`src/sv/hdtlb_pkg.sv`:
```
`default_nettype none

package hdtlb_pkg;

    // field widths
    localparam int CMD_W    = 2;
    localparam int PID_W    = 8;
    localparam int PAGE_W   = 14;
    localparam int FRAME_W  = 13;
    localparam int STATUS_W = 2;
    localparam int LIMIT_W  = 15;

    // hash: pid*9173 + page + 971 never exceeds 22 bits, so the 22-bit sum never wraps
    localparam int HASH_W = 22;
    localparam logic [HASH_W-1:0] HASH_MUL = HASH_W'(9173);
    localparam logic [HASH_W-1:0] HASH_ADD = HASH_W'(971);

    localparam int unsigned TLB_ENTRIES_DEF = 256;

    localparam logic [LIMIT_W-1:0] LIMIT_RESET = LIMIT_W'(16384);

    // commands
    localparam logic [CMD_W-1:0] CMD_LOOKUP = 2'd0;
    localparam logic [CMD_W-1:0] CMD_FILL   = 2'd1;
    localparam logic [CMD_W-1:0] CMD_INVAL  = 2'd2;

    // response status
    localparam logic [STATUS_W-1:0] STATUS_HIT     = 2'd0;
    localparam logic [STATUS_W-1:0] STATUS_MISS    = 2'd1;
    localparam logic [STATUS_W-1:0] STATUS_BADPAGE = 2'd2;
    localparam logic [STATUS_W-1:0] STATUS_DONE    = 2'd3;

    typedef struct packed {
        logic [CMD_W-1:0]   cmd;
        logic [PID_W-1:0]   process_id;
        logic [PAGE_W-1:0]  page_number;
        logic [FRAME_W-1:0] frame_in;
    } tlb_req_t;

    typedef struct packed {
        logic [STATUS_W-1:0] status;
        logic [FRAME_W-1:0]  frame_out;
    } tlb_rsp_t;

    typedef struct packed {
        logic               valid;
        logic [PID_W-1:0]   pid;
        logic [PAGE_W-1:0]  page;
        logic [FRAME_W-1:0] frame;
    } tlb_slot_t;

endpackage

`default_nettype wire

```
`src/sv/hdtlb_slot_hash.sv`:
```
`default_nettype none

module hdtlb_slot_hash #(
    parameter int unsigned TLB_ENTRIES = hdtlb_pkg::TLB_ENTRIES_DEF,
    localparam int IDX_W = $clog2(TLB_ENTRIES)
) (
    input  wire logic                           clk,
    input  wire logic                           rst_n,
    input  wire logic                           start,
    input  wire logic [hdtlb_pkg::PID_W-1:0]    process_id,
    input  wire logic [hdtlb_pkg::PAGE_W-1:0]   page_number,
    output logic                                done,
    output logic [IDX_W-1:0]                    slot
);

    localparam int HASH_W = hdtlb_pkg::HASH_W;

    logic [HASH_W-1:0] h_comb;
    logic              done_reg;
    logic [IDX_W-1:0]  slot_reg;

    // 8x14 multiply plus add, combinational
    assign h_comb = HASH_W'(process_id) * hdtlb_pkg::HASH_MUL
                  + HASH_W'(page_number) + hdtlb_pkg::HASH_ADD;

    generate
        if ((TLB_ENTRIES & (TLB_ENTRIES - 1)) == 0) begin : g_pow2
            // remainder is a mask
            always_ff @(posedge clk or negedge rst_n)
            begin
                if (!rst_n)
                begin
                    done_reg <= 1'b0;
                end
                else
                begin
                    done_reg <= start;
                end
            end

            always_ff @(posedge clk)
            begin
                if (start)
                begin
                    slot_reg <= h_comb[IDX_W-1:0];
                end
            end
        end
        else begin : g_recip
            // remainder by reciprocal multiply: quotient first, then hash minus quotient*entries
            localparam int SHIFT  = HASH_W + IDX_W;
            localparam int PROD_W = 2 * HASH_W + 1;
            localparam logic [HASH_W:0] RECIP =
                (HASH_W + 1)'(((64'd1 << SHIFT) + 64'(TLB_ENTRIES) - 64'd1)
                              / 64'(TLB_ENTRIES));
            localparam logic [HASH_W-1:0] DIVISOR = HASH_W'(TLB_ENTRIES);

            logic [HASH_W-1:0] h_reg;
            logic [HASH_W-1:0] quot_reg;
            logic [PROD_W-1:0] prod;
            logic [IDX_W-1:0]  rem;
            logic              h_valid_reg;
            logic              quot_valid_reg;

            // 22x23 product, exact quotient for every 22-bit hash
            assign prod = PROD_W'(h_reg) * PROD_W'(RECIP);
            assign rem  = IDX_W'(h_reg - quot_reg * DIVISOR);

            always_ff @(posedge clk or negedge rst_n)
            begin
                if (!rst_n)
                begin
                    h_valid_reg    <= 1'b0;
                    quot_valid_reg <= 1'b0;
                    done_reg       <= 1'b0;
                end
                else
                begin
                    h_valid_reg    <= start;
                    quot_valid_reg <= h_valid_reg;
                    done_reg       <= quot_valid_reg;
                end
            end

            always_ff @(posedge clk)
            begin
                if (start)
                begin
                    h_reg <= h_comb;
                end
                if (h_valid_reg)
                begin
                    quot_reg <= HASH_W'(prod >> SHIFT);
                end
                if (quot_valid_reg)
                begin
                    slot_reg <= rem;
                end
            end
        end
    endgenerate

    assign done = done_reg;
    assign slot = slot_reg;

endmodule

`default_nettype wire
```
`config.mk`:
```
export PLATFORM = sky130hd
export DESIGN_NAME = hdtlb_slot_hash
export DESIGN_NICKNAME = d
export VERILOG_FILES = /design/src/sv/hdtlb_pkg.sv /design/src/sv/hdtlb_slot_hash.sv
export SDC_FILE = /design/constraint.sdc
export NUM_CORES = 1
export LEC_CHECK = 0
export CAP_MARGIN = 20
export CORE_ASPECT_RATIO = 1.25
export CORE_UTILIZATION = 29
export DETAILED_ROUTE_END_ITERATION = 8
export DONT_BUFFER_PORTS = 1
export GPL_TIMING_DRIVEN = 0
export PLACE_DENSITY = 0.54
export SYNTH_ARGS = -nofsm -noshare
export SYNTH_HDL_FRONTEND = slang
export SYNTH_SLANG_ARGS = --single-unit
export TNS_END_PERCENT = 5
```
`constraint.sdc`:
```
create_clock -name clk -period 0.8 [get_ports clk]
set_input_delay 0.16 -clock clk [delete_from_list [all_inputs] [get_ports clk]]
set_output_delay 0.16 -clock clk [all_outputs]
set_load 0.02 [all_outputs]
```
Word-level counts from Yosys, hierarchy flattened --
Index checks and enable logic that the tools add are counted.
Word-level totals: logic and storage cells 5, bits of input ports 25, register bits after elaboration 9, output and inout port bits 9
Operators by class: add/sub/neg operators 2, $mul 1
Operator list (number):
- multiplier 8 x 14 -> 8 bit (second input constant) | 1
- adder 8 bit | 1
- adder 8 bit (second input constant) | 1

Depth between registers and ports, before layout --
depth in word-level cells 3, gate-level depth with buffers 14, depth with buffers taken out 14

Worst setup path after synthesis --
OpenSTA, ideal clock, no wires.
kind input -> register, start input process_id[0] (netlist bit), end register slot_reg[7] (netlist: slot[7]), data pin, arrival 2.959 ns, library setup time 0.260 ns, stages on the path 11, path buffers 0, required time 0.540 ns, setup slack -2.419 ns, cells stage by stage ha_1 > ha_1 > inv_1 > fa_1 > fa_1 > inv_1 > fa_1 > xnor2_1 > xnor2_1 > xnor3_1 > xnor2_1
On the way: word-level cells in the longest chain between the ends 3
Ends and longest elaborated chain:
- start: declaration | RTL line hdtlb_slot_hash.sv:10 | input wire logic [hdtlb_pkg::PID_W-1:0] process_id,
- multiplier 8 x 14 -> 8 bit | RTL line hdtlb_slot_hash.sv:23 | assign h_comb = HASH_W'(process_id) * hdtlb_pkg::HASH_MUL
- adder 8 bit (2 in a row) | RTL line hdtlb_slot_hash.sv:24 | + HASH_W'(page_number) + hdtlb_pkg::HASH_ADD;
- net h_comb[7] | RTL line hdtlb_slot_hash.sv:18 | logic [HASH_W-1:0] h_comb;
- end signal: assignment | RTL line hdtlb_slot_hash.sv:45 | slot_reg <= h_comb[IDX_W-1:0];
- end: declaration | RTL line hdtlb_slot_hash.sv:20 | logic [IDX_W-1:0] slot_reg;
The timed path passes the listed nets, and every way through them passes these cells. A chain may end at the register's enable or synchronous reset.

Worst setup path in the final report --
start input process_id[2] (netlist bit), end register slot_reg[6] (netlist: slot[6]), data pin
Same word-level chain as after synthesis.

==> qor.csv <==
metric,value,unit
Total Wirelength,1850,µm
CTS tree,built,
worst path required time,0.83,ns
initial drt markers,11,
initial antenna violation count,0,
Final period util,358,%
final-report hold violation count,0,
chip height,69.8,µm
"area leader, netlist",ha_1,
Peak VDD IR,2.28,mV
DR vias/cell,4.86,
max cap viols,0,
RSZ-0062 raised after global routing,true,
GR Overflow Total,0,
cell area after layout,1460,µm²
area grow syn2layout,36.8,%
Inserted Clock Buffers,3,
type of origin of the critical path,primary input,
largest net degree at the start of global routing,10,
number of flip-flops in the largest register,8,
syn nets,154,
drt first pass iters,3,
LEAKAGE,0.000593,µW
PwrDens,2610,nW/µm²
pre-CTS WS,-2.46,ns
Avg Inst Size Synth,11.4,µm²
critical path class,in2reg,
count of pins over their slew limit,0,
Core ar.,3510,µm²
CTS max path bufs,2,
DRC viols,0,
total number of yosys warnings,0,
Yosys top cell area share,31.7,%
routed via count,676,
synth unique cells,20,
Post-synth EDFFs,8,
post-synthesis cell area,1070,µm²
placed cell area,1160,µm²
clk slew on worst S/H paths,0.04,ns
status,"finished, violations left",
DR WL/cell,13.3,µm
Worst Hold Depth,0,
Worst Hold Class,in2reg,
Max-slew headroom,81.8,%
slack of the critical path,-2.06,ns
sequential fraction of the synthesis area,24.9,%
Final ANT Viol Nets,0,
fin nets,161,
failing checks,setup timing,
"count leader, synth",ha_1,
most frequent cells after synthesis,"ha_1 (27), inv_1 (23), xnor2_1 (9), edfxtp_1 (8), fa_1 (8)",
Final Hold Slack,0.0432,ns
RD Place Congestion,0.662,
share of layout cells above drive strength 1,36.0,%
placed wire-length estimate,1460,µm
die width,56.3,µm
H-tree levels,1,
synth top area cells,"ha_1 (32%), edfxtp_1 (23%), fa_1 (15%), inv_1 (8.1%), xnor2_1 (7.4%)",
port buffer count,0,
f_max,0.349,GHz
Post-synth top flop,edfxtp_1,
hold-critical path endpoint,slot[5],
final setup TNS,-9.78,ns
ANT cells,0,
worst-path maximum fanout,3,
Syn Inst Count,94,
asr flop ratio synth,11.1,%
Cell Rows,24,
clk sinks,9,
Setup Viol. Count Final,16,
IO Count,34,
Critical Path Sink Type,register,
data arrival time of the worst path,2.89,ns
Die ar.,3930,µm²
final core occ,41.6,%
Tmin final,2.86,ns
min-delay src,start,
Worst Max-Slew Pin Slew,0.269,ns
Root Buffer,clkbuf_8,
first-pass GRT wire length,3080,µm
Seq cells post-synth,9,
Total Routing Usage GR,10.4,%
Initial Util,30.4,%
number of global-route vias before repair,742,
routing by layer:
layer / vias to the layer above / track usage [%] / wire [µm]
met5: - / 0 / 0
met4: 0 / 6.23 / 56
met3: 8 / 2.43 / 109
met2: 31 / 18.7 / 957
met1: 312 / 10.8 / 726
li1: 325 / - / -
layout by cell type (no fill, tap or decap), types with 2 or more instances in the layout:
cell type,synthesis,routed
ha_4,0,19
inv_1,23,17
xnor2_1,9,8
edfxtp_1,8,8
fa_1,8,6
ha_1,27,6
inv_2,0,4
a21oi_1,3,3
clkbuf_8,0,3
xor2_1,2,2
a21o_1,2,2
fa_2,0,2
ha_2,0,2
dlygate4sd3_1,0,2
metrics by stage:
step                      std cells  total power [µW]
after floorplan                  94              2420
after global placement          133              2670
after detailed placement        133              2720
after CTS                       139              3790
after global routing            139              4080
final                           139              3810
worst max path at each step:
stage | from | endpoint
CTS | process_id[2] | slot[7]
global route | page_number[5] | slot[6]
global placement | process_id[1] | slot[7]
finish | process_id[2] | slot[6]
floorplan | process_id[0] | slot[6]
detailed placement | process_id[1] | slot[7]
kinds of logic after synthesis:
group | count (synthesis) | synth area share [%]
buffers and inverters | 23 | 8.09
adders and majority gates | 35 | 46.7
DFF | 9 | 24.9
AOI/OAI and AO/OA | 11 | 7.27
and+or+nand+nor | 4 | 1.99
xor gates and xnor gates | 12 | 11.1
power breakdown:
group          switching [µW]  internal, µW  total (µW)
logic                    1040          1260        2300
registers                 235           781        1020
clock network             153           345         498
total                    1420          2390        3810
critical path, stage by stage:
cell	delay, ns
ha_4	0.22
ha_4	0.25
inv_2	0.03
fa_1	0.49
fa_1	0.51
inv_2	0.04
fa_2	0.45
ha_4	0.31
inv_4	0.04
a2111o_1	0.28
o311ai_1	0.09
cell type report:
cell class	instances	area, µm²
fill	341	2050
multi-input combinational	62	985
sequential	9	265
inverter	23	96.3
tap	39	48.8
clock buffer	4	45.0
timing repair buffer	2	20.0
repair_timing:
action,in CTS,in global routing
buffers inserted,0,0
resized for setup,28,2
endpoints found under the setup margin,16,16
endpoints found under the hold margin,2,0
hold buffers,2,0
pin swaps,19,5
Power figures use the tool's default switching activity.
